--- config.mk ---
export PLATFORM = sky130hd
export DESIGN_NAME = sfs_mod_unit
export DESIGN_NICKNAME = d
export VERILOG_FILES = /design/src/hdl/sfs_pkg.sv /design/src/hdl/sfs_mod_unit.sv
export SDC_FILE = /design/constraint.sdc
export NUM_CORES = 1
export LEC_CHECK = 0
export BUFFER_PORTS_ARGS = -buffer_cell sky130_fd_sc_hd__buf_2
export CORE_MARGIN = 4
export CORE_UTILIZATION = 32
export DETAILED_ROUTE_END_ITERATION = 8
export PLACE_DENSITY_LB_ADDON = 0.12
export SETUP_SLACK_MARGIN = 0.3
export SKIP_LAST_GASP = 1
export SYNTH_ARGS = -nofsm -noshare
export SYNTH_HDL_FRONTEND = slang
export SYNTH_SLANG_ARGS = --single-unit
--- constraint.sdc ---
create_clock -name clock -period 3.4 [get_ports clock]
set_input_delay 0.17 -clock clock [delete_from_list [all_inputs] [get_ports clock]]
set_output_delay 0.17 -clock clock [all_outputs]
set_load 0.01 [all_outputs]
--- src/hdl/sfs_pkg.sv ---
// ----------------------------------------------------------------------------
// Sprite frame sequencer package
// Shared types, field widths and field positions of the sequencer.
// ----------------------------------------------------------------------------
package sfs_pkg;

   localparam int FRAME_W     = 16;
   localparam int DUR_W       = 24;
   localparam int DELTA_W     = 24;
   localparam int ELAPSED_W   = 25;
   localparam int SEQ_FIELD_W = 4;
   localparam int CELL_FIELD_W = 4;
   localparam int LEN_FIELD_W = 5;
   localparam int OP_W        = 2;

   localparam logic [ELAPSED_W-1:0] ELAPSED_MAX = {ELAPSED_W{1'b1}};

   localparam int REQ_DATA_W  = 80;
   localparam int RSP_DATA_W  = 24;

   localparam int DELTA_LSB   = 0;
   localparam int SEQ_LSB     = 24;
   localparam int CELL_LSB    = 28;
   localparam int FRAME_LSB   = 32;
   localparam int DUR_LSB     = 48;
   localparam int LEN_LSB     = 72;

   typedef enum logic [OP_W-1:0] {
      OP_TICK   = 2'd0,
      OP_WRITE  = 2'd1,
      OP_LENGTH = 2'd2,
      OP_SELECT = 2'd3
   } op_type;

   typedef enum logic [3:0] {
      ST_IDLE,
      ST_LEN_WAIT,
      ST_RD,
      ST_FIN,
      ST_CHK,
      ST_SUM,
      ST_MOD,
      ST_STEP_RD,
      ST_STEP_CHK
   } state_type;

   typedef struct packed {
      logic [FRAME_W-1:0] frame;
      logic [DUR_W-1:0]   dur;
   } cell_type;

   typedef struct packed {
      logic                    valid;
      logic [SEQ_FIELD_W-1:0]  active_seq;
      logic [CELL_FIELD_W-1:0] cell_pos;
      logic [FRAME_W-1:0]      frame;
   } rsp_type;

endpackage

--- src/hdl/sfs_mod_unit.sv ---
// ----------------------------------------------------------------------------
// Sprite frame sequencer remainder unit
// Restoring remainder of the elapsed time by the sequence cycle total,
// one quotient bit per cycle.
// ----------------------------------------------------------------------------
module sfs_mod_unit
   import sfs_pkg::*;
(
   input  logic                 clock,
   input  logic                 reset,
   input  logic                 start,
   input  logic [ELAPSED_W-1:0] dividend,
   input  logic [ELAPSED_W-1:0] divisor,
   output logic                 done,
   output logic [ELAPSED_W-1:0] remainder
);

   localparam int CNT_W = $clog2(ELAPSED_W + 1);

   logic                 busy_ff, busy_in;
   logic                 done_ff, done_in;
   logic [CNT_W-1:0]     cnt_ff, cnt_in;
   logic [ELAPSED_W-1:0] rem_ff, rem_in;
   logic [ELAPSED_W-1:0] dvd_ff, dvd_in;
   logic [ELAPSED_W-1:0] dvs_ff, dvs_in;
   logic [ELAPSED_W:0]   shifted;
   logic [ELAPSED_W:0]   diff;

   always_comb begin
      shifted = {rem_ff, dvd_ff[ELAPSED_W-1]};
      diff    = shifted - {1'b0, dvs_ff};
      busy_in = busy_ff;
      done_in = 1'b0;
      cnt_in  = cnt_ff;
      rem_in  = rem_ff;
      dvd_in  = dvd_ff;
      dvs_in  = dvs_ff;
      if (start) begin
         busy_in = 1'b1;
         cnt_in  = CNT_W'(ELAPSED_W);
         rem_in  = '0;
         dvd_in  = dividend;
         dvs_in  = divisor;
      end else if (busy_ff) begin
         rem_in = (shifted >= {1'b0, dvs_ff}) ? diff[ELAPSED_W-1:0]
                                              : shifted[ELAPSED_W-1:0];
         dvd_in = {dvd_ff[ELAPSED_W-2:0], 1'b0};
         cnt_in = cnt_ff - 1'b1;
         if (cnt_ff == CNT_W'(1)) begin
            busy_in = 1'b0;
            done_in = 1'b1;
         end
      end
   end

   always_ff @(posedge clock) begin
      if (reset) begin
         busy_ff <= 1'b0;
         done_ff <= 1'b0;
         cnt_ff  <= '0;
      end else begin
         busy_ff <= busy_in;
         done_ff <= done_in;
         cnt_ff  <= cnt_in;
      end
   end

   always_ff @(posedge clock) begin
      rem_ff <= rem_in;
      dvd_ff <= dvd_in;
      dvs_ff <= dvs_in;
   end

   assign done      = done_ff;
   assign remainder = rem_ff;

endmodule

==> flow_summary.toml <==
[synthesis]
syn_area_um2 = 4650
synth_top_area_cell = "edfxtp_1"
synthArstFlopShare_pct = 0
synth-seq-cells = 82
synth_top_area_share_pct = 32.3
synth_nets = 543
ys_warn_count = 0
synth-edff-count = 50
synthTopCellsByCount = "edfxtp_1 (50), nand2_1 (45), nor2_1 (37)"
synth_cell_types = 62
syn_inst = 462
ys_seq_area_share_pct = 46.1
synth_most_common_cell = "edfxtp_1"
synth_area_per_cell_um2 = 10.1
synth_top_cells_by_area = "edfxtp_1 (32%), dfxtp_1 (14%), ha_1 (7.3%), mux2_2 (5.8%), nand2_1 (3.6%)"
synth_flop_cell = "edfxtp_1"

[timing]
layout_setup_ws_ps = 468
report.final.hold_viol_count = 0
fin_crit_ps = 2930
finalCritPeriodShare_pct = 86.2
slew_violations = 0
relSlewSlack_pct = 36.0
hold_slack_ps = 12.9
skew_ps = 8.44
rsz0062_at_grt = "false"
tns_ps = 0
max_freq_ghz = 0.341
setup_viol = 0
worst_pin_slew_ps = 960

[route]
postRouteAntennaNets = 0
routed_wirelength_um = 11900
route.detailed.drc = 0
drt_first_pass_iters = 4
viasPerCell = 5.04
wl_per_cell_um = 15.8
drt_iter0_drc = 173
num_vias = 3783

[global_routing]
met2_usage_pct = 23.5
grt_use_met3_pct = 4.36
gr-max-usage-layer = "met2"
grt_max_degree = 38
grt_pass1_vias = 3732
grt_pass1_wl_um = 19100
grt_overflow_total = 0
grt.total_usage_pct = 14.7
antenna_found_initial = 0
met1_usage_pct = 19.5

[pwr]
combinationalPowerShare_pct = 19.8
p_sw_share_pct = 28.9
p_sw_mw = 0.766
powerDensity_nw_per_um2 = 459
total_power_mw = 2.65
seq_power_share_pct = 44.6
p_leak_nw = 2.42
internal-power_mw = 1.89
power.share.clock_pct = 35.6
ir_drop_mv = 0.352

[floorplan]
core_region_area_um2 = 14000
die_w_um = 129
start_util_pct = 33.1
die_h_um = 129
pin_count = 79
placementRows = 43
die_area_um2 = 16500

[setup_path]
reg2reg_depth = 12
crit_chain = "inv_1 > ha_1 > inv_1 > fa_1 > a21o_1 > a221oi_4 > a311o_2 > o21ai_2 > o21a_1 > buf_4 > or3_1 > o311a_1"
crit_start = "dvd_ff[24]"
rrSetupSlack_ps = 470
regToRegEndpoint = "remainder[10]"
crit_slowest_cell = "fa_1"
critPathCaptureType = "flip-flop"
required_ps = 3630
cp_common_cell = "inv_1"
startpoint_type = "flip-flop"
setup.worst_path.end = "remainder[10]"
crit_type = "flip-flop to flip-flop"
crit_arrival_ps = 3160
r2r-start = "dvd_ff[24]"
cp_slowest_stage_delay_ps = 400
cp_max_fo = 11

[place]
gp_congestion = 0.888
port_buffers = 78
dp_hpwl_um = 8750
place_ws_ps = 405

[layout]
antennaDiodeCount = 0
drive_above_1_share_pct = 24.5
multiInputGateArea_um2 = 2300
nets = 647
fillers = 1376
area_growth_pct = 24.5
regArea_um2 = 2140

[cts]
cts_buffers = 9
clock_latency_ps = 350
h-tree-depth = 3
path_clk_slew_ps = 60
cts.sinks = 82
cts_tree = "yes"
cts_root_buffer = "clkbuf_16"
clock_path_buffers = 2

[status]
status = "complete, no violations"

[flow_run]
cap_violations = 0

[min_path]
hold_class = "primary input to flip-flop"
## logic make-up (layout without fill, tap and decap cells)
group / Yosys count / after routing / share of synthesized area, %
and+or+nand+nor: 139 / 139 / 14.1
buffers and inverters: 53 / 162 / 4.71
xor gates and xnor gates: 20 / 20 / 3.77
DFF: 82 / 82 / 46.1
adders and majority gates: 28 / 28 / 7.70
AOI/OAI and AO/OA: 113 / 113 / 17.2
muxes: 27 / 27 / 6.46
## power by group through the flow
stage | combinational [mW] | sequential, mW | clock, mW
finish | 0.526 | 1.18 | 0.944
global route | 0.587 | 1.19 | 1.02
CTS | 0.522 | 1.19 | 0.985
detailed placement | 0.499 | 1.21 | 0
global placement | 0.501 | 1.21 | 0
floorplan | 0.346 | 1.20 | 0
## cell usage in the layout (no fill, tap or decap), types with 7 or more instances in the layout
cell	synthesis	final
dlygate4sd3_1	0	24
xor2_1	11	11
dfxtp_1	32	32
buf_2	4	78
a311oi_1	12	12
a21o_1	9	9
mux2_2	24	24
o21a_1	7	7
nand2_1	45	45
nor2_1	37	37
a21oi_1	23	23
clkbuf_16	0	9
o21ai_0	20	20
inv_1	33	33
ha_1	27	27
nor3_1	9	9
nand3_1	16	16
buf_4	0	11
edfxtp_1	50	50
xnor2_1	9	9
## per-layer routing
layer	vias up	wire length, µm
met5	-	0
met4	0	150
met3	8	613
met2	74	5480
met1	1786	5650
li1	1915	-
## area by class of cell
class / instances / share of cell area [%]
tap: 180 / 3.89
inverter: 33 / 2.14
clock buffer: 9 / 3.89
timing repair buffer: 113 / 12.3
multi-input combinational: 327 / 39.7
clock inverter: 7 / 1.02
sequential: 82 / 37.0
## per-stage QoR
step           utilization (%)  area [µm²]  instances
6_report                  41.2        5790        751
5_1_grt                   41.2        5790        751
4_1_cts                   41.0        5760        749
3_5_place_dp              37.3        5240        709
3_3_place_gp              37.3        5240        709
2_1_floorplan                -        4650        462
## sequential cells by signal (all words and copies together), names as in the netlist
register / cells
dvd_ff: 25
dvs_ff: 25
remainder: 25
cnt_ff: 5
busy_ff: 1
done: 1
## critical path: cells and delay by family, from the launching register on
family | cells | cell delay [ps]
buf+inv | 3 | 300
simple gates | 1 | 310
flops | 1 | 380
fa+ha+maj | 2 | 560
compound gates | 6 | 1260
## how the worst min path moves through the flow
stage / startpoint / to / slack [ps] / depth (start not counted)
global route: divisor[24] / dvs_ff[24] / 5 / 1
detailed placement: divisor[3] / dvs_ff[3] / 350 / 1
global placement: divisor[9] / dvs_ff[9] / 350 / 1
floorplan: reset / busy_ff / 240 / 1
CTS: divisor[24] / dvs_ff[24] / 3 / 1
finish: divisor[24] / dvs_ff[24] / 10 / 1
## what timing repair did
item / CTS / global route
setup endpoints to repair: 0 / 16
resized for setup: 0 / 1
setup buffers: 0 / 2
hold buffers: 24 / 0
endpoints found under the hold margin: 24 / 0
(Power assumes the default switching activity.)
