--- config.mk ---
export PLATFORM = sky130hd
export DESIGN_NAME = sfs_len_mem
export DESIGN_NICKNAME = d
export VERILOG_FILES = /design/src/hdl/sfs_pkg.sv /design/src/hdl/sfs_len_mem.sv
export SDC_FILE = /design/constraint.sdc
export NUM_CORES = 1
export LEC_CHECK = 0
export BUFFER_PORTS_ARGS = -buffer_cell sky130_fd_sc_hd__clkbuf_2
export CORE_AREA = 3 3 106 108
export CTS_CLUSTER_DIAMETER = 150
export DETAILED_ROUTE_END_ITERATION = 8
export DIE_AREA = 0 0 109 111
export PLACE_DENSITY_LB_ADDON = 0.12
export SETUP_SLACK_MARGIN = 0.05
export SYNTH_ARGS = -nofsm -noshare
export SYNTH_HDL_FRONTEND = slang
export SYNTH_SLANG_ARGS = --single-unit
--- constraint.sdc ---
create_clock -name clock -period 2.4 [get_ports clock]
set_input_delay 0 -clock clock [delete_from_list [all_inputs] [get_ports clock]]
set_output_delay 0 -clock clock [all_outputs]
set_load 0.01 [all_outputs]
--- src/hdl/sfs_pkg.sv ---
// ----------------------------------------------------------------------------
// Sprite frame sequencer package
// Shared types, field widths and field positions of the sequencer.
// ----------------------------------------------------------------------------
package sfs_pkg;

   localparam int FRAME_W     = 16;
   localparam int DUR_W       = 24;
   localparam int DELTA_W     = 24;
   localparam int ELAPSED_W   = 25;
   localparam int SEQ_FIELD_W = 4;
   localparam int CELL_FIELD_W = 4;
   localparam int LEN_FIELD_W = 5;
   localparam int OP_W        = 2;

   localparam logic [ELAPSED_W-1:0] ELAPSED_MAX = {ELAPSED_W{1'b1}};

   localparam int REQ_DATA_W  = 80;
   localparam int RSP_DATA_W  = 24;

   localparam int DELTA_LSB   = 0;
   localparam int SEQ_LSB     = 24;
   localparam int CELL_LSB    = 28;
   localparam int FRAME_LSB   = 32;
   localparam int DUR_LSB     = 48;
   localparam int LEN_LSB     = 72;

   typedef enum logic [OP_W-1:0] {
      OP_TICK   = 2'd0,
      OP_WRITE  = 2'd1,
      OP_LENGTH = 2'd2,
      OP_SELECT = 2'd3
   } op_type;

   typedef enum logic [3:0] {
      ST_IDLE,
      ST_LEN_WAIT,
      ST_RD,
      ST_FIN,
      ST_CHK,
      ST_SUM,
      ST_MOD,
      ST_STEP_RD,
      ST_STEP_CHK
   } state_type;

   typedef struct packed {
      logic [FRAME_W-1:0] frame;
      logic [DUR_W-1:0]   dur;
   } cell_type;

   typedef struct packed {
      logic                    valid;
      logic [SEQ_FIELD_W-1:0]  active_seq;
      logic [CELL_FIELD_W-1:0] cell_pos;
      logic [FRAME_W-1:0]      frame;
   } rsp_type;

endpackage

--- src/hdl/sfs_len_mem.sv ---
// ----------------------------------------------------------------------------
// Sprite frame sequencer length memory
// Holds the cell count of every sequence; a per-entry valid bit makes
// unwritten entries read as zero after reset.
// ----------------------------------------------------------------------------
module sfs_len_mem
   import sfs_pkg::*;
#(
   parameter int DEPTH  = 16,
   parameter int ADDR_W = 4,
   parameter int DATA_W = 5
) (
   input  logic              clock,
   input  logic              reset,
   input  logic              wr_en,
   input  logic [ADDR_W-1:0] wr_addr,
   input  logic [DATA_W-1:0] wr_data,
   input  logic              rd_en,
   input  logic [ADDR_W-1:0] rd_addr,
   output logic [DATA_W-1:0] rd_data
);

   logic [DATA_W-1:0] mem [DEPTH];
   logic [DEPTH-1:0]  valid_ff;
   logic              rd_valid_ff;
   logic [DATA_W-1:0] rd_data_ff;

   always_ff @(posedge clock) begin
      if (reset) begin
         valid_ff    <= '0;
         rd_valid_ff <= 1'b0;
      end else begin
         if (wr_en) begin
            valid_ff[wr_addr] <= 1'b1;
         end
         if (rd_en) begin
            rd_valid_ff <= valid_ff[rd_addr];
         end
      end
   end

   always_ff @(posedge clock) begin
      if (wr_en) begin
         mem[wr_addr] <= wr_data;
      end
      if (rd_en) begin
         rd_data_ff <= mem[rd_addr];
      end
   end

   assign rd_data = rd_valid_ff ? rd_data_ff : '0;

endmodule

==> results of run 1 <==
-- power breakdown --
group,total [mW],internal [mW],leakage [nW],switching [mW]
clock,0.957,0.386,0.0891,0.571
sequential,1.97,1.96,0.909,0.0127
combinational,0.186,0.0830,0.491,0.103
total,3.11,2.43,1.49,0.686
-- registers in the layout, indices dropped and copies added (netlist names) --
name         flops
rd_data_ff       5
mem             80
valid_ff        16
rd_valid_ff      1
-- cell families (layout without fill, tap and decap cells) --
group / count (synthesis) / after routing / synth area share
buf+inv: 9 / 46 / 0.0185
flops: 102 / 102 / 0.725
mux: 31 / 31 / 0.173
compound gates: 4 / 4 / 0.00816
simple gates: 67 / 67 / 0.0750
-- layout make-up --
| class | instances | area [sq um] |
|---|---|---|
| timing repair buffer | 30 | 185 |
| clock inverter | 6 | 43.8 |
| clock buffer | 10 | 128 |
| fill | 906 | 5880 |
| multi-input combinational | 102 | 1020 |
| sequential | 102 | 2890 |
| tap | 136 | 170 |
-- worst max-delay path by stage --
stage / from / cells past startpoint / end
floorplan: mem[9][0]$_DFFE_PP_ / 2 / rd_data_ff[0]$_DFFE_PP_
global placement: rd_addr[0] / 4 / rd_data_ff[3]$_DFFE_PP_
detailed placement: rd_addr[1] / 3 / rd_data_ff[4]$_DFFE_PP_
CTS: mem[7][3]$_DFFE_PP_ / 2 / rd_data_ff[3]$_DFFE_PP_
global route: mem[7][3]$_DFFE_PP_ / 2 / rd_data_ff[3]$_DFFE_PP_
finish: mem[7][3]$_DFFE_PP_ / 2 / rd_data_ff[3]$_DFFE_PP_
-- metal layers --
layer	part of all wire	track usage	up-vias
li1	-	-	904
met1	0.50	0.220	996
met2	0.46	0.210	35
met3	0.026	0.0256	10
met4	0.013	0.0505	0
met5	0	0	-
-- placed cells by master (no fill, tap or decap), types with 2 or more instances in the layout --
cell type | Yosys | final
sky130_fd_sc_hd__edfxtp_1 | 85 | 85
sky130_fd_sc_hd__nor2_1 | 47 | 47
sky130_fd_sc_hd__clkbuf_2 | 0 | 21
sky130_fd_sc_hd__dfxtp_1 | 17 | 17
sky130_fd_sc_hd__mux4_2 | 16 | 16
sky130_fd_sc_hd__mux4_1 | 11 | 11
sky130_fd_sc_hd__clkbuf_8 | 0 | 9
sky130_fd_sc_hd__buf_4 | 1 | 8
sky130_fd_sc_hd__and2_1 | 5 | 5
sky130_fd_sc_hd__nor3_1 | 4 | 4
sky130_fd_sc_hd__mux2i_1 | 4 | 4
sky130_fd_sc_hd__nand3b_1 | 3 | 3
sky130_fd_sc_hd__inv_6 | 0 | 3
sky130_fd_sc_hd__nand2_1 | 2 | 2
sky130_fd_sc_hd__nand2b_1 | 2 | 2
sky130_fd_sc_hd__or3b_2 | 2 | 2
sky130_fd_sc_hd__a221oi_1 | 2 | 2
-- worst max-delay path: stages (launching register included) --
cell,delay (ns)
sky130_fd_sc_hd__edfxtp_1,0.39
sky130_fd_sc_hd__mux4_1,0.53
sky130_fd_sc_hd__mux4_2,0.46
-- through the flow --
step                worst slack [ns]  hold WS, ns   util  power [mW]
detailed placement             0.715        0.434  0.414        2.20
global placement               0.724        0.414  0.414        2.20
finish                         0.760       0.0618  0.430        3.11
floorplan                      0.877       0.0989      -        2.13
CTS                            0.763       0.0512  0.430        3.15
global route                   0.729       0.0610  0.430        3.25
==> run_summary.xml, run 1 <==
<?xml version="1.0" encoding="UTF-8"?>
<metrics>
  <group name="status">
    <metric name="outcome" unit="">complete, no violations</metric>
  </group>
  <group name="synthesis">
    <metric name="post_synth.cell_area_avg" unit="sq um">18.7</metric>
    <metric name="yosys_warnings" unit="">0</metric>
    <metric name="synth_nets" unit="">230</metric>
    <metric name="synth_top_cell_area_share" unit="">0.640</metric>
    <metric name="async_flop_share" unit="">0</metric>
    <metric name="yosys.area.top_type" unit="">sky130_fd_sc_hd__edfxtp_1</metric>
    <metric name="synth_top_cells_by_area" unit="">sky130_fd_sc_hd__edfxtp_1 (64%), sky130_fd_sc_hd__mux4_2 (9.0%), sky130_fd_sc_hd__dfxtp_1 (8.5%)</metric>
    <metric name="post_synth_num_cell_types" unit="">24</metric>
    <metric name="synthFlopType" unit="">sky130_fd_sc_hd__edfxtp_1</metric>
    <metric name="number_of_synthesized_register_bits" unit="">102</metric>
    <metric name="yosys.cell_count.top_type" unit="">sky130_fd_sc_hd__edfxtp_1</metric>
    <metric name="mappedNetlistArea" unit="sq um">3990</metric>
    <metric name="synth_commonest_cells" unit="">sky130_fd_sc_hd__edfxtp_1 (85), sky130_fd_sc_hd__nor2_1 (47), sky130_fd_sc_hd__dfxtp_1 (17)</metric>
    <metric name="ys_seq_area_frac" unit="">0.725</metric>
    <metric name="syn-instance-count" unit="">213</metric>
    <metric name="synth_enable_flop_cells" unit="">85</metric>
  </group>
  <group name="floorplanning">
    <metric name="num_rows" unit="">37</metric>
    <metric name="die_x" unit="um">109</metric>
    <metric name="fp.dieArea" unit="sq um">12100</metric>
    <metric name="floorplan.initialDensity" unit="">0.386</metric>
    <metric name="ios" unit="">22</metric>
    <metric name="fp.dieH" unit="um">111</metric>
    <metric name="core" unit="sq um">10300</metric>
  </group>
  <group name="sta">
    <metric name="final-max-slew-violation-count" unit="">0</metric>
    <metric name="period_minus_ws_final" unit="ns">1.64</metric>
    <metric name="final_hold_viol_count" unit="">0</metric>
    <metric name="setup_viol_count_final" unit="">0</metric>
    <metric name="final_period_util" unit="">0.684</metric>
    <metric name="max_slew.worst_pin.slew" unit="ns">0.940</metric>
    <metric name="final.setup_skew" unit="ns">0.0103</metric>
    <metric name="grt_setup_unrepaired" unit="">no</metric>
    <metric name="setup_tns" unit="ns">0</metric>
    <metric name="fmax" unit="GHz">0.610</metric>
    <metric name="tightest_slew_margin_relative_to_the_limit" unit="">0.371</metric>
  </group>
  <group name="clocking">
    <metric name="cts-hold-fix-buffers" unit="">0</metric>
    <metric name="cts_made_buffers" unit="">9</metric>
    <metric name="post-cts-setup-buffers" unit="">0</metric>
    <metric name="clockBufferDepth" unit="">2</metric>
    <metric name="clock_insertion_delay_worst_skew" unit="ns">0.35</metric>
    <metric name="tritoncts_sinks" unit="">102</metric>
    <metric name="post_cts.resized_instances" unit="">0</metric>
    <metric name="clk_transition_reported_paths" unit="ns">0.10</metric>
    <metric name="cts_tree" unit="">yes</metric>
    <metric name="clock-root-buffer" unit="">sky130_fd_sc_hd__clkbuf_8</metric>
    <metric name="cts_max_level" unit="">3</metric>
  </group>
  <group name="global_routing">
    <metric name="grt_usage" unit="">0.145</metric>
    <metric name="grt_max_degree" unit="">24</metric>
    <metric name="via_count_of_the_first_global_routing_pass" unit="">1876</metric>
    <metric name="grt_first_pass_wirelength" unit="mm">12.2</metric>
    <metric name="antenna_found_initial" unit="">0</metric>
    <metric name="global_route.overflow_total" unit="">0</metric>
  </group>
  <group name="worst_setup_path">
    <metric name="worst-path-max-fanout" unit="">1</metric>
    <metric name="r2r_cells" unit="">2</metric>
    <metric name="r2r_end" unit="">rd_data_ff[3]$_DFFE_PP_</metric>
    <metric name="r2r-start" unit="">mem[7][3]$_DFFE_PP_</metric>
    <metric name="worst_setup_path_start_kind" unit="">flop</metric>
    <metric name="type_of_the_worst_setup_path" unit="">reg -&gt; reg</metric>
    <metric name="slack_of_the_worst_reg_to_reg_path" unit="ns">0.76</metric>
    <metric name="required" unit="ns">2.49</metric>
    <metric name="worstSetupEndpointType" unit="">flop</metric>
    <metric name="critPathArrivalTime" unit="ns">1.73</metric>
  </group>
  <group name="detailed_routing">
    <metric name="route.antenna.remaining_nets" unit="">0</metric>
    <metric name="firstDrtPassIters" unit="">4</metric>
    <metric name="vias_per_instance" unit="">5.04</metric>
    <metric name="drt_drc_violations_left" unit="">0</metric>
    <metric name="route.vias.total" unit="">1945</metric>
    <metric name="wirelength" unit="mm">8.23</metric>
    <metric name="route.detailed.wl_per_inst" unit="um">21.3</metric>
    <metric name="initialDrtViolationCount" unit="">186</metric>
  </group>
  <group name="finish">
    <metric name="layoutNonFillerInstCount" unit="">386</metric>
    <metric name="stdcell_area" unit="sq um">4440</metric>
    <metric name="layout_overhead_on_the_synthesized_area" unit="%">11.4</metric>
    <metric name="layout.nets" unit="">262</metric>
    <metric name="n_antenna_cell" unit="">0</metric>
    <metric name="layout-drive-gt1-share" unit="">0.248</metric>
  </group>
  <group name="min_path">
    <metric name="min_delay_path_depth" unit="">1</metric>
    <metric name="timing.hold.worst.class" unit="">in -&gt; reg</metric>
    <metric name="launch_point_of_the_worst_hold_path" unit="">rd_en</metric>
    <metric name="hold_end" unit="">rd_data_ff[1]$_DFFE_PP_</metric>
  </group>
  <group name="placement">
    <metric name="place_area" unit="sq um">4270</metric>
    <metric name="port_buffers" unit="">21</metric>
    <metric name="post-dp-hpwl" unit="mm">5.37</metric>
    <metric name="place_congestion" unit="">0.747</metric>
    <metric name="numPlacedInstances" unit="">370</metric>
  </group>
  <group name="power">
    <metric name="power_density_over_the_cells" unit="nW/um^2">701</metric>
    <metric name="power_leakage" unit="nW">1.49</metric>
    <metric name="vdd.ir_drop.worst" unit="mV">0.237</metric>
  </group>
  <group name="job">
    <metric name="max_cap_viol_count" unit="">0</metric>
  </group>
</metrics>
Note: power is estimated with default switching activity, not from simulation.
==> run 2: changes to the inputs <==
==> constraint.sdc (replaced) <==
create_clock -name clock -period 1.55 [get_ports clock]
set_input_delay 0 -clock clock [delete_from_list [all_inputs] [get_ports clock]]
set_output_delay 0 -clock clock [all_outputs]
set_load 0.01 [all_outputs]
==> run 2 against run 1 <==
The run now ends with negative setup slack left. Clock power is 66% higher. Count of clock-buffer cells in the layout is 1 higher. Routed wire length is 4.5% lower. Critical path depth stayed put. Critical endpoint is now rd_data_ff[0]$_DFFE_PP_.
==> run_summary.xml, run 2 (synthesis gave the netlist of run 1 again) <==
<?xml version="1.0" encoding="UTF-8"?>
<metrics>
  <group name="status">
    <metric name="outcome" unit="">finished with violations</metric>
    <metric name="violated_checks" unit="">negative setup slack</metric>
  </group>
  <group name="global_routing">
    <metric name="grt_max_degree" unit="">21</metric>
    <metric name="global_route.overflow_total" unit="">0</metric>
    <metric name="antenna_found_initial" unit="">0</metric>
    <metric name="grt_first_pass_wirelength" unit="mm">12.6</metric>
    <metric name="via_count_of_the_first_global_routing_pass" unit="">2095</metric>
    <metric name="grt_usage" unit="">0.143</metric>
  </group>
  <group name="clocking">
    <metric name="post-cts-setup-buffers" unit="">0</metric>
    <metric name="cts-hold-fix-buffers" unit="">0</metric>
    <metric name="clock-root-buffer" unit="">sky130_fd_sc_hd__clkbuf_8</metric>
    <metric name="post_cts.resized_instances" unit="">0</metric>
    <metric name="cts_tree" unit="">yes</metric>
    <metric name="clock_insertion_delay_worst_skew" unit="ns">0.36</metric>
    <metric name="tritoncts_sinks" unit="">102</metric>
    <metric name="clockBufferDepth" unit="">2</metric>
    <metric name="cts_made_buffers" unit="">9</metric>
    <metric name="clk_transition_reported_paths" unit="ns">0.10</metric>
    <metric name="cts_max_level" unit="">3</metric>
  </group>
  <group name="worst_setup_path">
    <metric name="timing.critical_path.buf_inv" unit="">0</metric>
    <metric name="cp_cell_sequence" unit="">mux4_2 -&gt; mux4_2</metric>
    <metric name="type_of_the_worst_setup_path" unit="">reg -&gt; reg</metric>
    <metric name="cp_common_cell" unit="">sky130_fd_sc_hd__mux4_2</metric>
    <metric name="critical_path.top_delay_family" unit="">multiplexers</metric>
    <metric name="critPathArrivalTime" unit="ns">1.75</metric>
    <metric name="r2r-start" unit="">mem[10][0]$_DFFE_PP_</metric>
    <metric name="crit_slowest_cell" unit="">sky130_fd_sc_hd__mux4_2</metric>
    <metric name="worst_setup_path_start_kind" unit="">flop</metric>
    <metric name="worst-path-max-fanout" unit="">1</metric>
    <metric name="slowest_delay" unit="ns">0.50</metric>
    <metric name="cp-startpoint" unit="">mem[10][0]$_DFFE_PP_</metric>
    <metric name="required" unit="ns">1.64</metric>
    <metric name="worstSetupEndpointType" unit="">flop</metric>
  </group>
  <group name="placement">
    <metric name="place_congestion" unit="">0.796</metric>
    <metric name="place_area" unit="sq um">4350</metric>
    <metric name="port_buffers" unit="">21</metric>
    <metric name="post-dp-hpwl" unit="mm">5.68</metric>
  </group>
  <group name="floorplanning">
    <metric name="die_x" unit="um">109</metric>
    <metric name="ios" unit="">22</metric>
    <metric name="fp.dieArea" unit="sq um">12100</metric>
    <metric name="fp.dieH" unit="um">111</metric>
    <metric name="floorplan.initialDensity" unit="">0.386</metric>
    <metric name="num_rows" unit="">37</metric>
    <metric name="core" unit="sq um">10300</metric>
  </group>
  <group name="detailed_routing">
    <metric name="initialDrtViolationCount" unit="">134</metric>
    <metric name="highest-signal-layer" unit="">met4</metric>
    <metric name="met1_length" unit="mm">3.81</metric>
    <metric name="wirelength" unit="mm">7.85</metric>
    <metric name="route.vias.total" unit="">1986</metric>
    <metric name="vias_per_instance" unit="">4.97</metric>
    <metric name="wl_met3" unit="um">340</metric>
    <metric name="firstDrtPassIters" unit="">4</metric>
    <metric name="detailroute.wirelength.met2" unit="mm">3.63</metric>
    <metric name="drt_drc_violations_left" unit="">0</metric>
    <metric name="route.antenna.remaining_nets" unit="">0</metric>
    <metric name="route.detailed.wl_per_inst" unit="um">19.6</metric>
  </group>
  <group name="min_path">
    <metric name="launch_point_of_the_worst_hold_path" unit="">wr_addr[1]</metric>
    <metric name="timing.hold.worst.class" unit="">in -&gt; reg</metric>
  </group>
  <group name="finish">
    <metric name="layout-drive-gt1-share" unit="">0.333</metric>
    <metric name="most_used_cells_in_the_layout_excluding_fill_and_tap_cells" unit="">sky130_fd_sc_hd__edfxtp_1 (85), sky130_fd_sc_hd__nor2_1 (47), sky130_fd_sc_hd__mux4_2 (27), sky130_fd_sc_hd__clkbuf_2 (21), sky130_fd_sc_hd__buf_4 (21)</metric>
    <metric name="largestRegisters" unit="">mem: 80 flops, valid_ff: 16 flops, rd_data_ff: 5 flops</metric>
    <metric name="multiInputGateArea" unit="sq um">980</metric>
    <metric name="layout_overhead_on_the_synthesized_area" unit="%">13.8</metric>
    <metric name="registers.top_by_ff_count" unit="">mem</metric>
    <metric name="n_antenna_cell" unit="">0</metric>
    <metric name="postLayoutCoreUtil" unit="">0.440</metric>
    <metric name="stdcell_area" unit="sq um">4540</metric>
    <metric name="largest_reg_flops" unit="">80</metric>
    <metric name="layout_commonest_cell" unit="">sky130_fd_sc_hd__edfxtp_1</metric>
    <metric name="ff_latch_area" unit="sq um">2890</metric>
    <metric name="num-fill-cells" unit="">900</metric>
    <metric name="layout.nets" unit="">276</metric>
  </group>
  <group name="power">
    <metric name="power_leakage" unit="nW">1.52</metric>
    <metric name="vdd.ir_drop.worst" unit="mV">0.437</metric>
    <metric name="report.power.total" unit="mW">4.96</metric>
    <metric name="power_density_over_the_cells" unit="nW/um^2">1090</metric>
  </group>
  <group name="sta">
    <metric name="final-max-slew-violation-count" unit="">0</metric>
    <metric name="max_slew.worst_pin.slew" unit="ns">0.337</metric>
    <metric name="final.setup_skew" unit="ns">0.0119</metric>
    <metric name="post-route-worst-setup-slack" unit="ns">-0.104</metric>
    <metric name="period_minus_ws_final" unit="ns">1.65</metric>
    <metric name="tightest_slew_margin_relative_to_the_limit" unit="">0.776</metric>
    <metric name="setup_tns" unit="ns">-0.293</metric>
    <metric name="final_hold_viol_count" unit="">0</metric>
    <metric name="grt_setup_unrepaired" unit="">yes</metric>
    <metric name="fmax" unit="GHz">0.605</metric>
    <metric name="final_period_util" unit="">1.07</metric>
    <metric name="setup_viol_count_final" unit="">5</metric>
  </group>
  <group name="job">
    <metric name="max_cap_viol_count" unit="">0</metric>
  </group>
</metrics>
run 2: path summary, 6_finish.rpt:
path | to | slack (ns) | depth (start not counted)
hold reg to reg | valid_ff[5]$_SDFFE_PP0P_ | 0.48 | 2
hold / removal | valid_ff[12]$_SDFFE_PP0P_ | 0.05 | 4
setup / recovery | rd_data_ff[0]$_DFFE_PP_ | -0.10 | 2
setup reg to reg | rd_data_ff[0]$_DFFE_PP_ | -0.10 | 2
run 2: worst reg2reg max path, delay by kind of cell (launching register included):
family | cells | cell delay [ns]
flops | 1 | 0.41
mux | 2 | 0.98
run 2: power by group:
group / switching, mW / leakage (nW) / total (mW) / internal [mW]
sequential: 0.0206 / 0.909 / 3.05 / 3.03
clock: 0.895 / 0.0913 / 1.59 / 0.694
combinational: 0.164 / 0.522 / 0.313 / 0.149
run 2: through the flow:
| step | setup slack, ns | std cells | hold WS [ns] |
|---|---|---|---|
| after floorplan | 0.0457 | 213 | 0.0989 |
| after global placement | -0.0718 | 384 | 0.423 |
| after detailed placement | -0.0661 | 384 | 0.428 |
| after CTS | -0.0916 | 400 | 0.0311 |
| after global routing | -0.133 | 400 | 0.0442 |
| final | -0.104 | 400 | 0.0464 |
run 2: routing by layer:
layer | vias up | track usage
met3 | 8 | 0.0379
met2 | 38 | 0.212
met5 | - | 0
met4 | 0 | 0.0328
li1 | 920 | -
met1 | 1020 | 0.211
run 2: cell type report:
type / instances / area share
repair buffers: 44 / 0.0667
flip-flops and latches: 102 / 0.637
well taps: 136 / 0.0375
clock inverters: 5 / 0.00910
multi-input cells: 102 / 0.216
clock buffers: 11 / 0.0336
==> run 3: changes to the inputs <==
--- a/config.mk
+++ b/config.mk
@@ -6,10 +6,10 @@
 export NUM_CORES = 1
 export LEC_CHECK = 0
 export BUFFER_PORTS_ARGS = -buffer_cell sky130_fd_sc_hd__clkbuf_2
-export CORE_AREA = 3 3 106 108
+export CORE_AREA = 2 2 119 121
 export CTS_CLUSTER_DIAMETER = 150
 export DETAILED_ROUTE_END_ITERATION = 8
-export DIE_AREA = 0 0 109 111
+export DIE_AREA = 0 0 121 123
 export PLACE_DENSITY_LB_ADDON = 0.12
 export SETUP_SLACK_MARGIN = 0.05
 export SYNTH_ARGS = -nofsm -noshare
==> run 3 against run 2 <==
The flow still finishes with violations (negative setup slack). Via count shrank 1.7%. Critical path depth unchanged. First-iteration DRC count rose by 3.7%. Sequential power about the same. Power is 14% higher. Critical endpoint unchanged. Core utilization fell by 9.4 points. Count of clock-buffer cells in the layout is 4 higher. Routed wire length is 4.2% higher.
==> run_summary.xml, run 3 (synthesis gave the netlist of run 1 again) <==
<?xml version="1.0" encoding="UTF-8"?>
<metrics>
  <group name="sta">
    <metric name="post-route-worst-setup-slack" unit="ns">-0.0686</metric>
    <metric name="grt_setup_unrepaired" unit="">yes</metric>
    <metric name="setup_viol_count_final" unit="">5</metric>
    <metric name="final-max-slew-violation-count" unit="">0</metric>
    <metric name="max_slew.worst_pin.slew" unit="ns">0.417</metric>
    <metric name="period_minus_ws_final" unit="ns">1.62</metric>
    <metric name="final_hold_viol_count" unit="">0</metric>
    <metric name="final_period_util" unit="">1.04</metric>
    <metric name="tightest_slew_margin_relative_to_the_limit" unit="">0.722</metric>
    <metric name="setup_tns" unit="ns">-0.265</metric>
    <metric name="final.setup_skew" unit="ns">0.00711</metric>
    <metric name="fmax" unit="GHz">0.618</metric>
  </group>
  <group name="clocking">
    <metric name="cts_made_buffers" unit="">9</metric>
    <metric name="clock-root-buffer" unit="">sky130_fd_sc_hd__clkbuf_16</metric>
    <metric name="cts_tree" unit="">yes</metric>
    <metric name="clockBufferDepth" unit="">2</metric>
    <metric name="clk_transition_reported_paths" unit="ns">0.06</metric>
    <metric name="post-cts-setup-buffers" unit="">0</metric>
    <metric name="cts-hold-fix-buffers" unit="">0</metric>
    <metric name="clock_insertion_delay_worst_skew" unit="ns">0.34</metric>
    <metric name="post_cts.resized_instances" unit="">0</metric>
    <metric name="cts_max_level" unit="">3</metric>
    <metric name="tritoncts_sinks" unit="">102</metric>
  </group>
  <group name="global_routing">
    <metric name="grt_first_pass_wirelength" unit="mm">12.8</metric>
    <metric name="antenna_found_initial" unit="">0</metric>
    <metric name="global_route.overflow_total" unit="">0</metric>
    <metric name="grt_max_degree" unit="">23</metric>
    <metric name="via_count_of_the_first_global_routing_pass" unit="">2053</metric>
    <metric name="grt_usage" unit="">0.122</metric>
  </group>
  <group name="detailed_routing">
    <metric name="initialDrtViolationCount" unit="">139</metric>
    <metric name="firstDrtPassIters" unit="">4</metric>
    <metric name="route.antenna.remaining_nets" unit="">0</metric>
    <metric name="vias_per_instance" unit="">4.40</metric>
    <metric name="drt_drc_violations_left" unit="">0</metric>
    <metric name="wirelength" unit="mm">8.18</metric>
    <metric name="route.vias.total" unit="">1953</metric>
    <metric name="route.detailed.wl_per_inst" unit="um">18.4</metric>
  </group>
  <group name="worst_setup_path">
    <metric name="required" unit="ns">1.63</metric>
    <metric name="cp_common_cell" unit="">sky130_fd_sc_hd__mux4_2</metric>
    <metric name="type_of_the_worst_setup_path" unit="">reg -&gt; reg</metric>
    <metric name="r2r_end" unit="">rd_data_ff[0]$_DFFE_PP_</metric>
    <metric name="worstSetupEndpointType" unit="">flop</metric>
    <metric name="slowest_delay" unit="ns">0.51</metric>
    <metric name="r2r_cells" unit="">2</metric>
    <metric name="r2r-start" unit="">mem[11][0]$_DFFE_PP_</metric>
    <metric name="worst-path-max-fanout" unit="">1</metric>
    <metric name="slack_of_the_worst_reg_to_reg_path" unit="ns">-0.07</metric>
    <metric name="timing.critical_path.buf_inv" unit="">0</metric>
    <metric name="worst_setup_path_start_kind" unit="">flop</metric>
    <metric name="critical_path.top_delay_family" unit="">multiplexers</metric>
    <metric name="critPathArrivalTime" unit="ns">1.70</metric>
    <metric name="crit_slowest_cell" unit="">sky130_fd_sc_hd__mux4_2</metric>
    <metric name="cp_cell_sequence" unit="">mux4_2 -&gt; mux4_2</metric>
  </group>
  <group name="placement">
    <metric name="numPlacedInstances" unit="">428</metric>
    <metric name="place_congestion" unit="">0.721</metric>
    <metric name="port_buffers" unit="">21</metric>
    <metric name="post-dp-hpwl" unit="mm">5.72</metric>
  </group>
  <group name="job">
    <metric name="max_cap_viol_count" unit="">0</metric>
  </group>
  <group name="finish">
    <metric name="largest_reg_flops" unit="">80</metric>
    <metric name="largestRegisters" unit="">mem: 80 flops, valid_ff: 16 flops, rd_data_ff: 5 flops</metric>
    <metric name="layout_overhead_on_the_synthesized_area" unit="%">18.1</metric>
    <metric name="layout.nets" unit="">276</metric>
    <metric name="layoutNonFillerInstCount" unit="">444</metric>
    <metric name="most_used_cells_in_the_layout_excluding_fill_and_tap_cells" unit="">sky130_fd_sc_hd__edfxtp_1 (85), sky130_fd_sc_hd__nor2_1 (47), sky130_fd_sc_hd__mux4_2 (27), sky130_fd_sc_hd__clkbuf_2 (21), sky130_fd_sc_hd__buf_4 (20)</metric>
    <metric name="layout_commonest_cell" unit="">sky130_fd_sc_hd__edfxtp_1</metric>
    <metric name="n_antenna_cell" unit="">0</metric>
    <metric name="layout-drive-gt1-share" unit="">0.322</metric>
    <metric name="registers.top_by_ff_count" unit="">mem</metric>
  </group>
  <group name="floorplanning">
    <metric name="num_rows" unit="">43</metric>
    <metric name="fp.dieArea" unit="sq um">14900</metric>
    <metric name="floorplan.initialDensity" unit="">0.293</metric>
    <metric name="die_x" unit="um">121</metric>
    <metric name="core" unit="sq um">13600</metric>
    <metric name="fp.dieH" unit="um">123</metric>
    <metric name="ios" unit="">22</metric>
  </group>
  <group name="min_path">
    <metric name="min_delay_path_depth" unit="">2</metric>
    <metric name="launch_point_of_the_worst_hold_path" unit="">rd_en</metric>
    <metric name="timing.hold.worst.class" unit="">in -&gt; reg</metric>
    <metric name="hold_end" unit="">rd_data_ff[2]$_DFFE_PP_</metric>
  </group>
  <group name="power">
    <metric name="power_density_over_the_cells" unit="nW/um^2">1200</metric>
    <metric name="power_leakage" unit="nW">1.58</metric>
    <metric name="vdd.ir_drop.worst" unit="mV">0.501</metric>
  </group>
  <group name="status">
    <metric name="violated_checks" unit="">negative setup slack</metric>
    <metric name="outcome" unit="">finished with violations</metric>
  </group>
</metrics>
-- run 3: changes by cell type in the layout (fill, tap and decap cells not counted), moves of 2 or more --
cell / change
sky130_fd_sc_hd__clkbuf_1: +3
sky130_fd_sc_hd__clkbuf_16: +8
sky130_fd_sc_hd__clkinvlp_4: -2
sky130_fd_sc_hd__clkinv_4: -2
sky130_fd_sc_hd__clkbuf_8: -7
-- run 3: how the worst max path moves through the flow --
| stage | start | to | slack, ns | depth (start not counted) |
|---|---|---|---|---|
| final | mem[11][0]$_DFFE_PP_ | rd_data_ff[0]$_DFFE_PP_ | -0.07 | 2 |
| after floorplan | mem[15][0]$_DFFE_PP_ | rd_data_ff[0]$_DFFE_PP_ | 0.05 | 2 |
| after global routing | mem[11][0]$_DFFE_PP_ | rd_data_ff[0]$_DFFE_PP_ | -0.10 | 2 |
| after global placement | rd_addr[0] | rd_data_ff[0]$_DFFE_PP_ | -0.10 | 4 |
| after CTS | mem[11][0]$_DFFE_PP_ | rd_data_ff[0]$_DFFE_PP_ | -0.08 | 2 |
| after detailed placement | rd_addr[0] | rd_data_ff[1]$_DFFE_PP_ | -0.13 | 4 |
-- run 3: final cells by class --
class	instances	area (sq um)
clock inverter	1	30.0
sequential	102	2890
tap	180	225
fill	1288	8900
clock buffer	15	268
timing repair buffer	44	315
multi-input combinational	102	980
-- run 3: stage by stage --
step	hold WS [ns]	total power, mW	instance area, sq um	setup slack [ns]	util
after detailed placement	0.401	3.44	4410	-0.127	0.324
after floorplan	0.0989	3.30	3950	0.0457	-
after CTS	0.0401	5.71	4710	-0.0774	0.346
after global routing	0.0509	5.84	4710	-0.104	0.346
final	0.0482	5.65	4710	-0.0686	0.346
after global placement	0.401	3.44	4410	-0.100	0.324
-- run 3: power by group --
part           switching [mW]  internal [mW]
Clock                   0.931           1.34
Combinational           0.165          0.152
Sequential             0.0195           3.04
Total                    1.12           4.53
-- run 3: worst reg2reg max path, delay by kind of cell (launching register included) --
kind	cells	cell delay, ns
flops	1	0.37
mux	2	0.99
-- run 3: metal layers --
metal	GRT usage	wire, um	up-vias
met5	0	0	-
met4	0.0654	195	0
met3	0.0217	222	13
met2	0.190	3900	27
met1	0.162	3860	992
li1	-	-	921
